File: src/ieds_pkg.sv
package ieds_pkg;

  localparam int unsigned DefTimeWidth  = 48;
  localparam int unsigned DefCountWidth = 16;

  // Configuration register indexes.
  localparam int unsigned CfgIdxWidth = 1;
  localparam logic [CfgIdxWidth-1:0] CfgIntervalLength   = 1'b0;
  localparam logic [CfgIdxWidth-1:0] CfgEventsPerInterval = 1'b1;

  localparam int unsigned ActionWidth = 2;

  typedef enum logic [ActionWidth-1:0] {
    ActEnable  = 2'd0,
    ActFire    = 2'd1,
    ActDisable = 2'd2
  } action_e;

endpackage

File: src/ieds_if.sv
interface ieds_in_if #(
  parameter int unsigned TimeWidth = ieds_pkg::DefTimeWidth
);
  logic                                valid;
  logic                                ready;
  logic [ieds_pkg::ActionWidth-1:0]    action;
  logic [TimeWidth-1:0]                now_time;

  modport source (output valid, output action, output now_time, input ready);
  modport sink   (input valid, input action, input now_time, output ready);
endinterface

interface ieds_out_if #(
  parameter int unsigned TimeWidth = ieds_pkg::DefTimeWidth
);
  logic                 valid;
  logic                 ready;
  logic                 fired;
  logic [TimeWidth-1:0] fired_time;
  logic [TimeWidth-1:0] next_deadline;
  logic                 armed;

  modport source (output valid, output fired, output fired_time, output next_deadline,
                  output armed, input ready);
  modport sink   (input valid, input fired, input fired_time, input next_deadline,
                  input armed, output ready);
endinterface

interface ieds_cfg_if #(
  parameter int unsigned TimeWidth = ieds_pkg::DefTimeWidth
);
  logic                               valid;
  logic                               ready;
  logic [ieds_pkg::CfgIdxWidth-1:0]   index;
  logic [TimeWidth-1:0]               data;

  modport source (output valid, output index, output data, input ready);
  modport sink   (input valid, input index, input data, output ready);
endinterface

File: src/interval_event_deadline_scheduler_core.sv
// Channel   Dir   Payload                                        Beat when
// in_i      in    action, now_time                               valid & ready
// out_o     out   fired, fired_time, next_deadline, armed        valid & ready
// cfg_i     in    index, data                                    valid & ready
//
// An item that computes a deadline runs a shift-add multiply, a restoring divide of the
// product, and one add, all through the single shared adder.
// Reset clears the configuration and the scheduler state; in_i.ready is high in idle.
// The next item is taken while a result waits in the output register; a finished
// item holds in its last step until that register is free.
module interval_event_deadline_scheduler_core #(
  parameter int unsigned TIME_WIDTH  = ieds_pkg::DefTimeWidth,
  parameter int unsigned COUNT_WIDTH = ieds_pkg::DefCountWidth
) (
  input  logic         clk_i,
  input  logic         rst_ni,
  ieds_in_if.sink      in_i,
  ieds_out_if.source   out_o,
  ieds_cfg_if.sink     cfg_i
);
  import ieds_pkg::*;

  localparam int unsigned ProdWidth = TIME_WIDTH + COUNT_WIDTH;
  localparam int unsigned StepWidth = $clog2(ProdWidth + 1);

  typedef enum logic [4:0] {
    StIdle   = 5'b00001,
    StMul    = 5'b00010,
    StDiv    = 5'b00100,
    StAdd    = 5'b01000,
    StFinish = 5'b10000
  } state_e;

  state_e                 state_q, state_d;
  logic [TIME_WIDTH-1:0]  len_q;
  logic [COUNT_WIDTH-1:0] evn_q;
  logic [TIME_WIDTH-1:0]  start_q, start_d;
  logic [COUNT_WIDTH-1:0] idx_q, idx_d;
  logic [TIME_WIDTH-1:0]  deadline_q, deadline_d;
  logic                   armed_q, armed_d;
  logic                   fired_q, fired_d;
  logic [TIME_WIDTH-1:0]  ftime_q, ftime_d;
  logic [ProdWidth-1:0]   acc_q, acc_d;
  logic [COUNT_WIDTH-1:0] mplr_q, mplr_d;
  logic [COUNT_WIDTH-1:0] rem_q, rem_d;
  logic [StepWidth-1:0]   step_q, step_d;
  logic                   out_valid_q, out_valid_d;
  logic                   o_fired_q;
  logic [TIME_WIDTH-1:0]  o_ftime_q;
  logic [TIME_WIDTH-1:0]  o_next_q;
  logic                   o_armed_q;
  logic                   out_load;

  logic [ProdWidth-1:0]   alu_a, alu_b, alu_sum;
  logic                   alu_sub, alu_carry;
  logic [COUNT_WIDTH:0]   idx_inc;
  logic [COUNT_WIDTH:0]   rem_shift;
  logic                   in_beat;

  ieds_alu #(.Width(ProdWidth)) u_alu (
    .a_i    (alu_a),
    .b_i    (alu_b),
    .sub_i  (alu_sub),
    .sum_o  (alu_sum),
    .carry_o(alu_carry)
  );

  assign in_i.ready  = (state_q == StIdle);
  assign cfg_i.ready = 1'b1;
  assign in_beat     = in_i.valid && in_i.ready;
  assign idx_inc     = {1'b0, idx_q} + {{COUNT_WIDTH{1'b0}}, 1'b1};
  assign rem_shift   = {rem_q, acc_q[ProdWidth-1]};

  // Operand selection for the shared adder.
  always_comb begin
    alu_a   = acc_q;
    alu_b   = '0;
    alu_sub = 1'b0;
    case (state_q)
      StIdle: begin
        alu_a = {{COUNT_WIDTH{1'b0}}, start_q};
        alu_b = {{COUNT_WIDTH{1'b0}}, len_q};
      end
      StMul: begin
        alu_a = {acc_q[ProdWidth-2:0], 1'b0};
        alu_b = mplr_q[COUNT_WIDTH-1] ? {{COUNT_WIDTH{1'b0}}, len_q} : '0;
      end
      StDiv: begin
        alu_a   = {{(TIME_WIDTH-1){1'b0}}, rem_shift};
        alu_b   = {{TIME_WIDTH{1'b0}}, evn_q};
        alu_sub = 1'b1;
      end
      StAdd: begin
        // With zero events the quotient counts as zero.
        alu_a = {{COUNT_WIDTH{1'b0}}, start_q};
        alu_b = (evn_q == '0) ? '0 : {{COUNT_WIDTH{1'b0}}, acc_q[TIME_WIDTH-1:0]};
      end
      default: begin
        alu_a = acc_q;
      end
    endcase
  end

  always_comb begin
    state_d     = state_q;
    start_d     = start_q;
    idx_d       = idx_q;
    deadline_d  = deadline_q;
    armed_d     = armed_q;
    fired_d     = fired_q;
    ftime_d     = ftime_q;
    acc_d       = acc_q;
    mplr_d      = mplr_q;
    rem_d       = rem_q;
    step_d      = step_q;
    out_valid_d = out_valid_q;
    out_load    = 1'b0;

    if (out_valid_q && out_o.ready) begin
      out_valid_d = 1'b0;
    end

    case (state_q)
      StIdle: begin
        if (in_beat) begin
          fired_d = 1'b0;
          ftime_d = '0;
          state_d = StFinish;
          case (in_i.action)
            ActEnable: begin
              if (evn_q != '0) begin
                start_d = in_i.now_time;
                idx_d   = '0;
                armed_d = 1'b1;
                state_d = StMul;
              end
            end
            ActFire: begin
              if (armed_q) begin
                fired_d = 1'b1;
                ftime_d = deadline_q;
                if (idx_inc >= {1'b0, evn_q}) begin
                  idx_d   = '0;
                  start_d = alu_sum[TIME_WIDTH-1:0];
                end else begin
                  idx_d = idx_inc[COUNT_WIDTH-1:0];
                end
                state_d = StMul;
              end
            end
            ActDisable: begin
              armed_d = 1'b0;
            end
            default: begin
              state_d = StFinish;
            end
          endcase
          mplr_d = idx_d + COUNT_WIDTH'(1);
          acc_d  = '0;
          step_d = '0;
        end
      end
      StMul: begin
        acc_d  = alu_sum;
        mplr_d = {mplr_q[COUNT_WIDTH-2:0], 1'b0};
        step_d = step_q + StepWidth'(1);
        if (step_q == StepWidth'(COUNT_WIDTH - 1)) begin
          step_d  = '0;
          rem_d   = '0;
          state_d = StDiv;
        end
      end
      StDiv: begin
        // The remainder stays below the divisor, so it fits in COUNT_WIDTH bits.
        rem_d  = alu_carry ? alu_sum[COUNT_WIDTH-1:0] : rem_shift[COUNT_WIDTH-1:0];
        acc_d  = {acc_q[ProdWidth-2:0], alu_carry};
        step_d = step_q + StepWidth'(1);
        if (step_q == StepWidth'(ProdWidth - 1)) begin
          state_d = StAdd;
        end
      end
      StAdd: begin
        deadline_d = alu_sum[TIME_WIDTH-1:0];
        state_d    = StFinish;
      end
      StFinish: begin
        if (!out_valid_q || out_o.ready) begin
          out_load    = 1'b1;
          out_valid_d = 1'b1;
          state_d     = StIdle;
        end
      end
      default: begin
        state_d = StIdle;
      end
    endcase
  end

  always_ff @(posedge clk_i or negedge rst_ni) begin
    if (!rst_ni) begin
      state_q     <= StIdle;
      len_q       <= '0;
      evn_q       <= '0;
      start_q     <= '0;
      idx_q       <= '0;
      deadline_q  <= '0;
      armed_q     <= 1'b0;
      out_valid_q <= 1'b0;
    end else begin
      state_q     <= state_d;
      start_q     <= start_d;
      idx_q       <= idx_d;
      deadline_q  <= deadline_d;
      armed_q     <= armed_d;
      out_valid_q <= out_valid_d;
      if (cfg_i.valid && cfg_i.ready) begin
        case (cfg_i.index)
          CfgIntervalLength:    len_q <= cfg_i.data;
          CfgEventsPerInterval: evn_q <= cfg_i.data[COUNT_WIDTH-1:0];
          default:              len_q <= len_q;
        endcase
      end
    end
  end

  always_ff @(posedge clk_i) begin
    fired_q <= fired_d;
    ftime_q <= ftime_d;
    acc_q   <= acc_d;
    mplr_q  <= mplr_d;
    rem_q   <= rem_d;
    step_q  <= step_d;
    if (out_load) begin
      o_fired_q <= fired_q;
      o_ftime_q <= ftime_q;
      o_next_q  <= armed_q ? deadline_q : '0;
      o_armed_q <= armed_q;
    end
  end

  assign out_o.valid         = out_valid_q;
  assign out_o.fired         = o_fired_q;
  assign out_o.fired_time    = o_ftime_q;
  assign out_o.next_deadline = o_next_q;
  assign out_o.armed         = o_armed_q;

endmodule

File: src/ieds_alu.sv
module ieds_alu #(
  parameter int unsigned Width = ieds_pkg::DefTimeWidth + ieds_pkg::DefCountWidth
) (
  input  logic [Width-1:0] a_i,
  input  logic [Width-1:0] b_i,
  input  logic             sub_i,
  output logic [Width-1:0] sum_o,
  output logic             carry_o
);

  // Subtraction is a + ~b + 1; a carry out then means no borrow.
  assign {carry_o, sum_o} = {1'b0, a_i} + {1'b0, b_i ^ {Width{sub_i}}}
                          + {{Width{1'b0}}, sub_i};

endmodule

File: src/flat_wrapper.sv
// flat-port wrapper written by rule: the top's interface ports become plain ports
module interval_event_deadline_scheduler_core_flat import ieds_pkg::*;
#(
  parameter int unsigned TIME_WIDTH  = ieds_pkg::DefTimeWidth,
  parameter int unsigned COUNT_WIDTH = ieds_pkg::DefCountWidth
)
  (clk_i, rst_ni, in_i_valid, in_i_action, in_i_now_time, in_i_ready, out_o_valid, out_o_fired, out_o_fired_time, out_o_next_deadline, out_o_armed, out_o_ready, cfg_i_valid, cfg_i_index, cfg_i_data, cfg_i_ready);
  ieds_in_if #(.TimeWidth((DefTimeWidth))) in_i_i ();
  ieds_out_if #(.TimeWidth((DefTimeWidth))) out_o_i ();
  ieds_cfg_if #(.TimeWidth((DefTimeWidth))) cfg_i_i ();
  input  logic clk_i;
  input  logic rst_ni;
  input wire logic [$bits(in_i_i.valid)-1:0] in_i_valid;
  input wire logic [$bits(in_i_i.action)-1:0] in_i_action;
  input wire logic [$bits(in_i_i.now_time)-1:0] in_i_now_time;
  output wire logic [$bits(in_i_i.ready)-1:0] in_i_ready;
  output wire logic [$bits(out_o_i.valid)-1:0] out_o_valid;
  output wire logic [$bits(out_o_i.fired)-1:0] out_o_fired;
  output wire logic [$bits(out_o_i.fired_time)-1:0] out_o_fired_time;
  output wire logic [$bits(out_o_i.next_deadline)-1:0] out_o_next_deadline;
  output wire logic [$bits(out_o_i.armed)-1:0] out_o_armed;
  input wire logic [$bits(out_o_i.ready)-1:0] out_o_ready;
  input wire logic [$bits(cfg_i_i.valid)-1:0] cfg_i_valid;
  input wire logic [$bits(cfg_i_i.index)-1:0] cfg_i_index;
  input wire logic [$bits(cfg_i_i.data)-1:0] cfg_i_data;
  output wire logic [$bits(cfg_i_i.ready)-1:0] cfg_i_ready;
  assign in_i_i.valid = in_i_valid;
  assign in_i_i.action = in_i_action;
  assign in_i_i.now_time = in_i_now_time;
  assign in_i_ready = in_i_i.ready;
  assign out_o_valid = out_o_i.valid;
  assign out_o_fired = out_o_i.fired;
  assign out_o_fired_time = out_o_i.fired_time;
  assign out_o_next_deadline = out_o_i.next_deadline;
  assign out_o_armed = out_o_i.armed;
  assign out_o_i.ready = out_o_ready;
  assign cfg_i_i.valid = cfg_i_valid;
  assign cfg_i_i.index = cfg_i_index;
  assign cfg_i_i.data = cfg_i_data;
  assign cfg_i_ready = cfg_i_i.ready;
  interval_event_deadline_scheduler_core #(.TIME_WIDTH(TIME_WIDTH), .COUNT_WIDTH(COUNT_WIDTH)) u_core (.clk_i(clk_i), .rst_ni(rst_ni), .in_i(in_i_i), .out_o(out_o_i), .cfg_i(cfg_i_i));
endmodule
File: config.mk
export PLATFORM = sky130hd
export DESIGN_NAME = interval_event_deadline_scheduler_core_flat
export DESIGN_NICKNAME = d
export VERILOG_FILES = /design/src/ieds_pkg.sv /design/src/ieds_if.sv /design/src/interval_event_deadline_scheduler_core.sv /design/src/ieds_alu.sv /design/src/flat_wrapper.sv
export SDC_FILE = /design/constraint.sdc
export NUM_CORES = 1
export LEC_CHECK = 0
export BUFFER_PORTS_ARGS = -buffer_cell sky130_fd_sc_hd__buf_2
export CAP_MARGIN = 40
export CORE_AREA = 2 2 204 306
export DETAILED_ROUTE_END_ITERATION = 6
export DIE_AREA = 0 0 206 308
export PLACE_DENSITY_LB_ADDON = 0.3
export SETUP_SLACK_MARGIN = 0.02
export SYNTH_ARGS = -nofsm -noshare
export SYNTH_HDL_FRONTEND = slang
export SYNTH_HIERARCHICAL = 1
export SYNTH_SLANG_ARGS = --single-unit
File: constraint.sdc
create_clock -name clk_i -period 16.57 [get_ports clk_i]
set_input_delay 0.8285 -clock clk_i [delete_from_list [all_inputs] [get_ports clk_i]]
set_output_delay 0.8285 -clock clk_i [all_outputs]
set_load 0.03 [all_outputs]
* Word level (Yosys, flattened, before mapping)
Cells that the tools add are included.
** Storage, ports and cells
- Bits in registers :: 433
** Operators by class
- Order comparisons :: 1
- Bitwise gates (word level) :: 2
- Reduce and logical (&&, ||, !) cells :: 22
- Muxes and demuxes :: 42
- Add/sub/neg operators :: 5
- Equality and inequality tests :: 16
** Operators by type and width (count)
- one-hot mux 64 bit (3 select lines) :: 2
- 2-to-1 mux 48 bit :: 6
- one-hot mux 64 bit (4 select lines) :: 1
- 2-to-1 mux 16 bit :: 8
- one-hot mux 16 bit (2 select lines) :: 3
- one-hot mux 48 bit (2 select lines) :: 1
- adder 64 x 64 -> 65 bit :: 1
- adder 65 x 1 -> 65 bit :: 1
- 2-to-1 mux 64 bit :: 1
- bitwise XOR 64 bit :: 1
- 2-to-1 mux 5 bit :: 6
- one-hot mux 5 bit (5 select lines) :: 1
- one-hot mux 7 bit (3 select lines) :: 1
- adder 16 x 1 -> 17 bit, second input constant :: 1
- >= comparator 17 x 16 -> 1 bit :: 1
- adder 16 x 1 -> 16 bit, second input constant :: 1
- logical NOT 16 bit :: 1
- nonzero test 16 bit :: 1
- 2-to-1 mux 7 bit :: 2
- != test 2 x 1 -> 1 bit, second input constant :: 6
- AND reduction 2 bit :: 6
- one-hot mux 5 bit (2 select lines) :: 1
- 2-to-1 mux 1 bit :: 8
- AND reduction 4 bit :: 2
- 21 further kinds :: 25

* Logic depth before layout (Yosys ltp)
Gate-level depths: netlist of run 1.
- Word-level depth :: 10
- Mapped depth :: 23

* Modules after synthesis
Netlist of run 1, hierarchy kept.
** Modules (own cells, without submodules)
- interval_event_deadline_scheduler_core :: instances 1, cells an instance 1532, area each 19546.2 sq um
- ieds_alu :: instances 1, cells an instance 642, area each 4570.6 sq um

* Worst setup path before layout of run 1
OpenSTA, ideal clock, no wires.
- Kind :: reg-to-reg
- Start :: reg u_core.state_q[1]
- End :: reg u_core.rem_q[10], data pin
- Cell stages (with the launch flop) :: 23
- Path buffers :: 7
- Setup slack :: 10427 ps
- Required time :: 16304 ps
- Library setup time :: 266 ps
- Data arrival time :: 5877 ps
- Cells stage by stage :: dfrtp_1 > nor3_1 > nand3b_1 > inv_1 > clkbuf_1 > clkbuf_1 > buf_2 > buf_1 > xor2_1 > ha_1 > buf_2 > nand2_1 > or4_4 > nor4b_2 > nand3_1 > and4b_1 > o41ai_2 > a41oi_1 > o31ai_2 > clkbuf_1 > clkbuf_1 > mux2i_1 > nor2_1
** Between the ends
- Longest elaborated chain between the ends :: 7
** RTL lines
- start, declared :: line interval_event_deadline_scheduler_core.sv:34 : state_e state_q, state_d;
- start signal, assigned :: line interval_event_deadline_scheduler_core.sv:201 : state_q <= StIdle;
- start signal, assigned :: line interval_event_deadline_scheduler_core.sv:210 : state_q <= state_d;
- == test 5 x 3 -> 1 bit * :: line interval_event_deadline_scheduler_core.sv:79 : case (state_q)
- 2-to-1 mux 1 bit * :: line interval_event_deadline_scheduler_core.sv:79
- named net u_core.alu_sub :: line interval_event_deadline_scheduler_core.sv:55 : logic alu_sub, alu_carry;
- bitwise XOR 64 bit :: line ieds_alu.sv:12 : assign {carry_o, sum_o} = {1'b0, a_i} + {1'b0, b_i ^ {Width{sub_i}}}
- adder 64 x 64 -> 65 bit :: line ieds_alu.sv:12
- adder 65 x 1 -> 65 bit * :: line ieds_alu.sv:13 : + {{Width{1'b0}}, sub_i};
- named net u_core.alu_carry :: line interval_event_deadline_scheduler_core.sv:55
- 2-to-1 mux 16 bit * :: line interval_event_deadline_scheduler_core.sv:175 : rem_d = alu_carry ? alu_sum[COUNT_WIDTH-1:0] : rem_shift[COUNT_WIDTH-1:0];
- one-hot mux 16 bit (2 select lines) * :: line interval_event_deadline_scheduler_core.sv:123 : case (state_q)
- end signal, assigned :: line interval_event_deadline_scheduler_core.sv:231 : rem_q <= rem_d;
- end, declared :: line interval_event_deadline_scheduler_core.sv:45 : logic [COUNT_WIDTH-1:0] rem_q, rem_d;
The timed path passes the listed nets; every way through them passes the cells marked *.
A chain may end at the register's enable or synchronous reset.

* Worst setup path after layout of run 1
- Start :: reg u_core.state_q[1]
- End :: reg u_core.rem_q[4], data pin
** Between the ends
- Longest elaborated chain between the ends :: 7
** RTL lines
- == test 5 x 4 -> 1 bit / == test 5 x 1 -> 1 bit (equally long branches) :: line interval_event_deadline_scheduler_core.sv:79
- OR reduction 2 bit (no line)
- one-hot mux 64 bit (3 select lines) * :: line interval_event_deadline_scheduler_core.sv:79
- named net u_core.alu_a[45] :: line interval_event_deadline_scheduler_core.sv:54 : logic [ProdWidth-1:0] alu_a, alu_b, alu_sum;
- adder 64 x 64 -> 65 bit * :: line ieds_alu.sv:12
- adder 65 x 1 -> 65 bit * :: line ieds_alu.sv:13
- named net u_core.alu_carry :: line interval_event_deadline_scheduler_core.sv:55
- 2-to-1 mux 16 bit * :: line interval_event_deadline_scheduler_core.sv:175
- one-hot mux 16 bit (2 select lines) * :: line interval_event_deadline_scheduler_core.sv:123
Marks and branches as above.

==> out/results.txt, run 1 <==
final hold vios = 0
Post-DP Area = 26000 sq um
final setup fails = 0
number of synthesized flops with an enable pin = 250
DR vias/cell = 5.71
sequential area share after synthesis = 50.1%
gr usage total = 21.0%
initial core utilization = 39.6%
vias in the first global route = 18000
min-delay worst type = in -> async
Switch Pwr = 2.98 mW
GRT overflow = 0
failing checks = DRC
Reg power frac = 29.1%
Avg Cell Area, Syn = 11.1 sq um
worst path required time = 16.87 ns
power density over cell area = 229 nW/um^2
Combinational Power Share = 55.6%
largest net degree at the start of global routing = 103
clock-pin slew on the worst setup and hold paths = 0.07 ns
data arrival time of the critical path = 8.34 ns
Critical-path top delay cell = inv_6
CP dominant cell by count = buf_4
TritonCTS sink count = 433
Slew Limit Fails = 0
Synth async-reset ratio = 42.3%
die height = 308 um
port bufs = 203
H-Tree Depth = 2
Tmin final = 8.04 ns
Post-DRT Antenna Nets = 0
share of layout cells above drive strength 1 = 19.0%
reg2reg setup slack = 8.53 ns
FF/Latch Area = 12100 sq um
I/O Pins = 205
Critical Path End = u_core/rem_q[4]
Cell Area, Synth = 24100 sq um
ant diodes = 0
Slew headroom = 36.4%
Crit. Startpoint = u_core/state_q[1]
Pleak = 11.8 nW
crit-path cells = nor3_1, nand3b_1, inv_6, buf_4, nor3_2, buf_4, a222oi_1, inv_1, ha_1, nand2_1, or4_4, nor4b_2, nand3_1, and4b_1, o41ai_2, a41oi_1, o31ai_4, buf_8, mux2i_1, nor2_1
Critical Path Fanout Max = 102
Clk pwr share = 15.2%
die area = 63400 sq um
RSZ-0062 raised after global routing = no
multi-input logic area = 11200 sq um
Internal Pwr Total = 3.30 mW
clock skew = 0.0300 ns
Layout area overhead = 13.5%
First DRT Iteration DRCs = 1557
number of filler cells placed in the layout = 5709
Crit. End Element = register
WL final = 67300 um
max-cap violations = 0
reg-to-reg endpoint = u_core/rem_q[4]
RR Startpoint = u_core/state_q[1]
Design Power = 6.28 mW
CTS tree = yes
number of gates resized after cts = 0
WP buf/inv = 5
CP startpoint kind = register
Post-synth top flop = edfxtp_1
Design Area, Final = 27400 sq um
GPL Wtd Cong = 0.903
initial antenna violation count = 1
crit share post-route = 48.5%
Post-layout nets = 2517
Post-route DRC = 15
FMAX = 0.124 GHz
Synth Instances = 2174
core area = 60800 sq um
Yosys warnings = 6
Netlist cell types = 86
delay of the slowest critical-path stage = 0.93 ns
first-pass GRT wire length = 103000 um
Worst Max-Slew Pin Slew = 0.953 ns
number of stages on the worst setup path = 20
Max VDD drop = 0.000104 V
Synth Register Bits = 433
Clk Latency, worst-skew pair = 0.59 ns
R2R depth = 20
num rows = 111
cts bufs inserted = 42
via count = 18000
maximum buffer depth of the clock tree = 3
largest delay contributor family on the critical path = simple AND/OR/NAND/NOR gates
CTS hold repair buffers = 0
Avg WL per Cell = 21.4 um
clock root cell = clkbuf_16
setup bufs post-CTS = 0
Chip Width = 206 um
status = finished with violations
crit path kind = reg -> reg
switch share = 47.5%
Pre-antenna DRT Iters = 7
Post-DP HPWL = 49600 um
Setup TNS Final = 0 ns
## cell usage in the layout, fill, tap and decap left out, drive strengths merged, types with 58 or more instances in the layout
cell / netlist / routed
edfxtp: 250 / 250
buf: 37 / 228
dfrtp: 182 / 182
nor2: 160 / 160
a21oi: 144 / 144
a22o: 122 / 122
nand2: 119 / 119
mux2: 112 / 112
inv: 97 / 105
xor2: 100 / 100
ha: 88 / 88
mux2i: 65 / 65
and2: 62 / 62
a222oi: 62 / 62
o21ai: 58 / 58
## flip-flops by register name, summed over array words and instances (netlist names)
| signal | count |
|---|---|
| u_core/acc_q | 64 |
| u_core/armed_q | 1 |
| u_core/deadline_q | 48 |
| u_core/evn_q | 16 |
| u_core/fired_q | 1 |
| u_core/ftime_q | 48 |
| u_core/idx_q | 16 |
| u_core/len_q | 48 |
| u_core/mplr_q | 16 |
| u_core/out_o.armed | 1 |
| u_core/out_o.fired | 1 |
| u_core/out_o.fired_time | 48 |
| u_core/out_o.next_deadline | 48 |
| u_core/out_o.valid | 1 |
| u_core/rem_q | 16 |
| u_core/start_q | 48 |
| u_core/state_q | 5 |
| u_core/step_q | 7 |
## power by group through the flow
| stage | clock, mW | sequential (mW) | combinational, mW |
|---|---|---|---|
| finish | 0.957 | 1.83 | 3.49 |
| global route | 1.02 | 1.86 | 3.81 |
| CTS | 0.983 | 1.83 | 3.48 |
| detailed placement | 0 | 1.85 | 3.47 |
| global placement | 0 | 1.85 | 3.40 |
| floorplan | 0 | 1.80 | 2.43 |
## area by class of cell
cell class	instances	share of cell area, %
Timing Repair Buffer	229	4.87
Sequential cell	433	44.2
Clock buffer	47	3.91
Clock inverter	29	0.979
Tap cell	791	3.62
Inverter	97	1.35
Multi-Input combinational cell	1521	41.1
## cell families after synthesis
kind of cell	synth area share, %
AOI/OAI and AO/OA	16.7
xor gates and xnor gates	5.48
adders and majority gates	4.65
buffers and inverters	3.81
DFF	50.1
muxes	7.98
other	0.0311
and+or+nand+nor	11.2
## metal layers
| layer | vias to the layer above | share of wire [%] | track usage, % |
|---|---|---|---|
| met5 | - | 0.012 | 0 |
| met4 | 2 | 4.8 | 9.87 |
| met3 | 130 | 4.1 | 2.65 |
| met2 | 505 | 53 | 37.8 |
| met1 | 8912 | 38 | 24.5 |
| li1 | 8409 | - | - |
## how the worst min path moves through the flow
stage	end	depth (start not counted)
after floorplan	u_core/out_o.fired	0
after global placement	u_core/out_o.fired_time[23]	0
after detailed placement	u_core/out_o.fired_time[19]	0
after CTS	u_core/len_q[38]	1
after global routing	u_core/len_q[38]	1
final	u_core/len_q[38]	1
## cell usage after synthesis (4+ instances only)
library cell,n,area share (%)
edfxtp_1,250,31
dfrtp_1,182,19
nor2_1,160,2.5
a21oi_1,143,3.0
a22o_1,122,4.4
nand2_1,117,1.8
mux2_2,112,5.2
clkbuf_1,101,1.6
xor2_1,100,3.6
inv_1,97,1.5
ha_1,88,4.6
mux2i_1,64,2.7
a222oi_1,62,2.6
and2_1,62,1.6
and3_1,57,1.5
o21ai_0,53,1.1
xnor2_1,51,1.9
nand3_1,37,0.77
a21o_1,31,0.96
nand4_1,22,0.57
buf_1,17,0.26
buf_2,17,0.35
nor3_1,16,0.33
o21bai_1,16,0.50
nor4_1,14,0.36
nor2b_1,12,0.31
o31ai_1,12,0.37
o21a_1,9,0.28
nand2b_1,8,0.21
a21boi_0,7,0.22
a22oi_1,7,0.22
or2_2,7,0.18
a31oi_1,6,0.16
nor3b_1,6,0.19
o211ai_1,6,0.19
o22ai_1,6,0.16
a211o_1,5,0.18
a211oi_1,5,0.16
nand3b_1,5,0.16
o21ai_1,5,0.10
a221oi_1,4,0.15
a41oi_1,4,0.15
o31a_1,4,0.15
o41ai_2,4,0.27
or3_1,4,0.10
## per-stage QoR
step | util, % | std cells | hold WS (ns) | setup WS [ns]
detailed placement | 42.8 | 3071 | 0.405 | 8.58
CTS | 45.0 | 3147 | 0.245 | 8.56
global route | 45.0 | 3147 | 0.266 | 8.07
floorplan | - | 2189 | 0.400 | 10.43
global placement | 42.5 | 3062 | 0.401 | 8.59
finish | 45.0 | 3147 | 0.247 | 8.53
Note: power is estimated with default switching activity, not from simulation.
==> inputs of run 2 (changes only) <==
--- a/config.mk
+++ b/config.mk
@@ -5,11 +5,12 @@
 export SDC_FILE = /design/constraint.sdc
 export NUM_CORES = 1
 export LEC_CHECK = 0
+export ABC_AREA = 1
 export BUFFER_PORTS_ARGS = -buffer_cell sky130_fd_sc_hd__buf_2
 export CAP_MARGIN = 40
-export CORE_AREA = 2 2 204 306
+export CORE_AREA = 2 2 212 319
 export DETAILED_ROUTE_END_ITERATION = 6
-export DIE_AREA = 0 0 206 308
+export DIE_AREA = 0 0 214 321
 export PLACE_DENSITY_LB_ADDON = 0.3
 export SETUP_SLACK_MARGIN = 0.02
 export SYNTH_ARGS = -nofsm -noshare
==> constraint.sdc (replaced) <==
create_clock -name clk_i -period 8.1 [get_ports clk_i]
set_input_delay 0.405 -clock clk_i [delete_from_list [all_inputs] [get_ports clk_i]]
set_output_delay 0.405 -clock clk_i [all_outputs]
set_load 0.03 [all_outputs]
==> run 2 against run 1 <==
Critical path depth is 1 higher. Global-route usage rose by 2.2 points. Total power is 99% higher. Final area grew 8.2%. Count of clock-buffer cells in the layout grew 11. Non-clock buffer count rose by 7. Largest cell class unchanged. Highest routed layer is now met4. Sequential power rose by 90%. Clock skew rose by 0.011 ns. The run now ends clean.
==> out/results.txt, run 2 <==
maximum buffer depth of the clock tree = 3 (unchanged)
die height = 321 um (+4.2%)
RSZ-0062 raised after global routing = no
Yosys warnings = 6 (unchanged)
vias in the first global route = 21300 (+18%)
Critical Path End = u_core/rem_q[15]
number of synthesized flops with an enable pin = 250 (unchanged)
CTS tree = yes
R2R depth = 21 (+5.0%)
core area = 66000 sq um (+8.6%)
Synth Register Bits = 433 (unchanged)
Chip Width = 214 um (+3.9%)
TritonCTS sink count = 433 (unchanged)
Synth area leader = edfxtp_1
Post-layout nets = 3523 (+40%)
number of gates resized after cts = 0 (unchanged)
Pre-antenna DRT Iters = 6 (-1)
Max VDD drop = 0.000218 V (+110%)
Post-synth top flop = edfxtp_1
share of layout cells above drive strength 1 = 14.2% (-4.8 points)
CP startpoint kind = register
clock root cell = clkbuf_16
Post-DRT Antenna Nets = 0 (unchanged)
routing usage on met3 = 3.01% (+0.35 points)
crit share post-route = 76.5% (+28 points)
most frequent cells in the layout = nand2_1, inv_1, o21ai_0, edfxtp_1, nor2_1
largest net degree at the start of global routing = 97 (-5.8%)
Synth Instances = 3148 (+45%)
die area = 68700 sq um (+8.3%)
setup bufs post-CTS = 0 (unchanged)
cts bufs inserted = 43 (+2.4%)
multi-input logic area = 11800 sq um (+4.9%)
FF/Latch Area = 12100 sq um (unchanged)
largest cells by area after synthesis = edfxtp_1, dfrtp_1, nand2_1
power density over cell area = 421 nW/um^2 (+84%)
reg2reg setup slack = 1.91 ns (-6.62 ns)
most common cell after layout, fill and taps aside = nand2_1
Critical Path Fanout Max = 49 (-52%)
RR Startpoint = u_core/state_q[1]
Avg Cell Area, Syn = 8.31 sq um (-25%)
most flop-heavy register = u_core/acc_q
sequential area share after synthesis = 46.2% (-3.9 points)
GPL Wtd Cong = 1.05 (+16%)
GRT overflow = 0 (unchanged)
I/O Pins = 205 (unchanged)
DR vias/cell = 5.14 (-10%)
Pleak = 14.3 nW (+21%)
crit path kind = reg -> reg
final hold vios = 0 (unchanged)
M2 GR Usage = 38.4% (+0.61 points)
initial core utilization = 39.6% (-0.049 points)
num rows = 116 (+4.5%)
Slew Limit Fails = 0 (unchanged)
Final Core Density = 44.8% (-0.15 points)
Worst Max-Slew Pin Slew = 0.876 ns (-0.0770 ns)
status = completed
ant diodes = 0 (unchanged)
reg-to-reg endpoint = u_core/rem_q[15]
H-Tree Depth = 2 (unchanged)
Synth async-reset ratio = 42.3% (unchanged)
number of filler cells placed in the layout = 6571 (+15%)
first-pass GRT wire length = 123000 um (+19%)
fin worst setup slack = 1.91 ns (-6.62 ns)
global route hottest layer = met2
Post-route DRC = 0 (-15)
Netlist cell types = 60 (-30%)
Crit. Startpoint = u_core/state_q[1]
initial antenna violation count = 0 (-1)
clock-pin slew on the worst setup and hold paths = 0.06 ns (about the same)
Slew headroom = 41.6% (+5.1 points)
final setup fails = 0 (unchanged)
Cell Area, Synth = 26100 sq um (+8.4%)
clock skew = 0.0409 ns (+0.0109 ns)
Layout area overhead = 13.2%
Clk Latency, worst-skew pair = 0.61 ns (+0.02 ns)
max-cap violations = 0 (unchanged)
Post-DP HPWL = 61700 um (+24%)
top-count cell post-synth = nand2_1
Crit. End Element = register
gr usage total = 23.2% (+2.2 points)
CTS hold repair buffers = 10 (+10)
worst slack at placement = 2.10 ns (-6.48 ns)
FMAX = 0.161 GHz (+30%)
worst path required time = 8.50 ns (-8.37 ns)
Avg WL per Cell = 19.0 um (-11%)
GR Layer Usage met1 = 30.3% (+5.8 points)
Design Power = 12.5 mW (+99%)
via count = 21800 (+22%)
Setup TNS Final = 0 ns (unchanged)
most frequent cells after synthesis = nand2_1, inv_1, o21ai_0
max FFs per register = 64 (unchanged)
First DRT Iteration DRCs = 1765 (+13%)
data arrival time of the critical path = 6.59 ns (-1.75 ns)
WL final = 80800 um (+20%)
min-delay worst type = in -> reg
Yosys top cell area share = 28.7% (-2.4 points)
Tmin final = 6.19 ns (-1.85 ns)
port bufs = 203 (unchanged)
-- run 2: cell count changes in the layout (fill, tap and decap cells not counted), moves of 42 or more --
cell | previous run | this run
and3_1 | 56 | 0
a222oi_1 | 62 | 0
mux2_2 | 112 | 60
nand3_1 | 36 | 79
o22ai_1 | 6 | 67
a22oi_1 | 7 | 49
a22o_1 | 122 | 0
o21ai_0 | 53 | 252
nor2_1 | 160 | 238
mux2i_1 | 64 | 0
xnor2_1 | 51 | 2
nand2_1 | 117 | 834
inv_1 | 95 | 467
and2_1 | 62 | 3
-- run 2: critical path, stage by stage (launching register included) --
cell	delay [ns]
dfrtp_1	0.42
nor2_1	0.17
inv_1	0.07
nor4_1	0.59
nor2_1	0.13
inv_1	0.10
buf_4	0.49
nor2_4	0.25
inv_1	0.12
buf_4	0.49
o21ai_0	0.19
ha_1	0.44
nand2_1	0.13
nor2_1	0.21
inv_1	0.12
nor3_2	0.25
nand3_1	0.14
nand3_1	0.13
nand2_1	0.12
nand2_1	0.58
nand2_1	0.51
a22oi_1	0.31
-- run 2: power by group --
group / switching, mW / leakage (nW) / internal (mW)
registers: 0.352 / 4.72 / 3.12
clock network: 0.891 / 0.718 / 1.21
logic: 4.96 / 8.91 / 1.94
-- run 2: worst min path at each step --
| stage | to | depth (start not counted) | startpoint | slack, ns |
|---|---|---|---|---|
| after CTS | u_core/len_q[18] | 2 | cfg_i_data[18] | 0.00002 |
| after global placement | u_core/out_o.fired_time[36] | 0 | u_core/ftime_q[36] | 0.40 |
| after detailed placement | u_core/out_o.fired_time[16] | 0 | u_core/ftime_q[16] | 0.40 |
| final | u_core/len_q[18] | 2 | cfg_i_data[18] | 0.03 |
| after floorplan | u_core/armed_q | 0 | rst_ni | 0.11 |
| after global routing | u_core/len_q[18] | 2 | cfg_i_data[18] | 0.02 |
-- run 2: layout make-up --
| type | count | share of cell area [%] |
|---|---|---|
| Clock buffer | 58 | 4.03 |
| Clock inverter | 20 | 0.921 |
| Inverter | 486 | 6.18 |
| Multi-Input combinational cell | 2130 | 39.8 |
| Sequential cell | 433 | 40.8 |
| Tap cell | 885 | 3.74 |
| Timing Repair Buffer | 236 | 4.48 |
-- run 2: layer usage --
layer / wire, um / up-vias
met3: 4920 / 181
met5: 0 / -
met4: 3860 / 0
li1: - / 10700
met1: 34300 / 10200
met2: 37700 / 813
-- run 2: kinds of logic (layout without fill, tap and decap cells) --
| kind of cell | Yosys count | after routing | synth area share, % |
|---|---|---|---|
| adders and majority gates | 89 | 89 | 4.29 |
| other | 2 | 17 | 0.0287 |
| AOI/OAI and AO/OA | 567 | 567 | 12.9 |
| DFF | 433 | 433 | 46.2 |
| and+or+nand+nor | 1274 | 1274 | 20.4 |
| muxes | 80 | 80 | 3.73 |
| xor gates and xnor gates | 103 | 103 | 3.45 |
| buffers and inverters | 600 | 800 | 8.99 |
-- run 2: metrics by stage --
step,hold slack [ns],area (sq um),instances
after floorplan,0.109,26200,3163
after global placement,0.401,28000,4158
after detailed placement,0.405,28000,4160
after CTS,0.0000205,29600,4248
after global routing,0.0212,29600,4248
final,0.0336,29600,4248
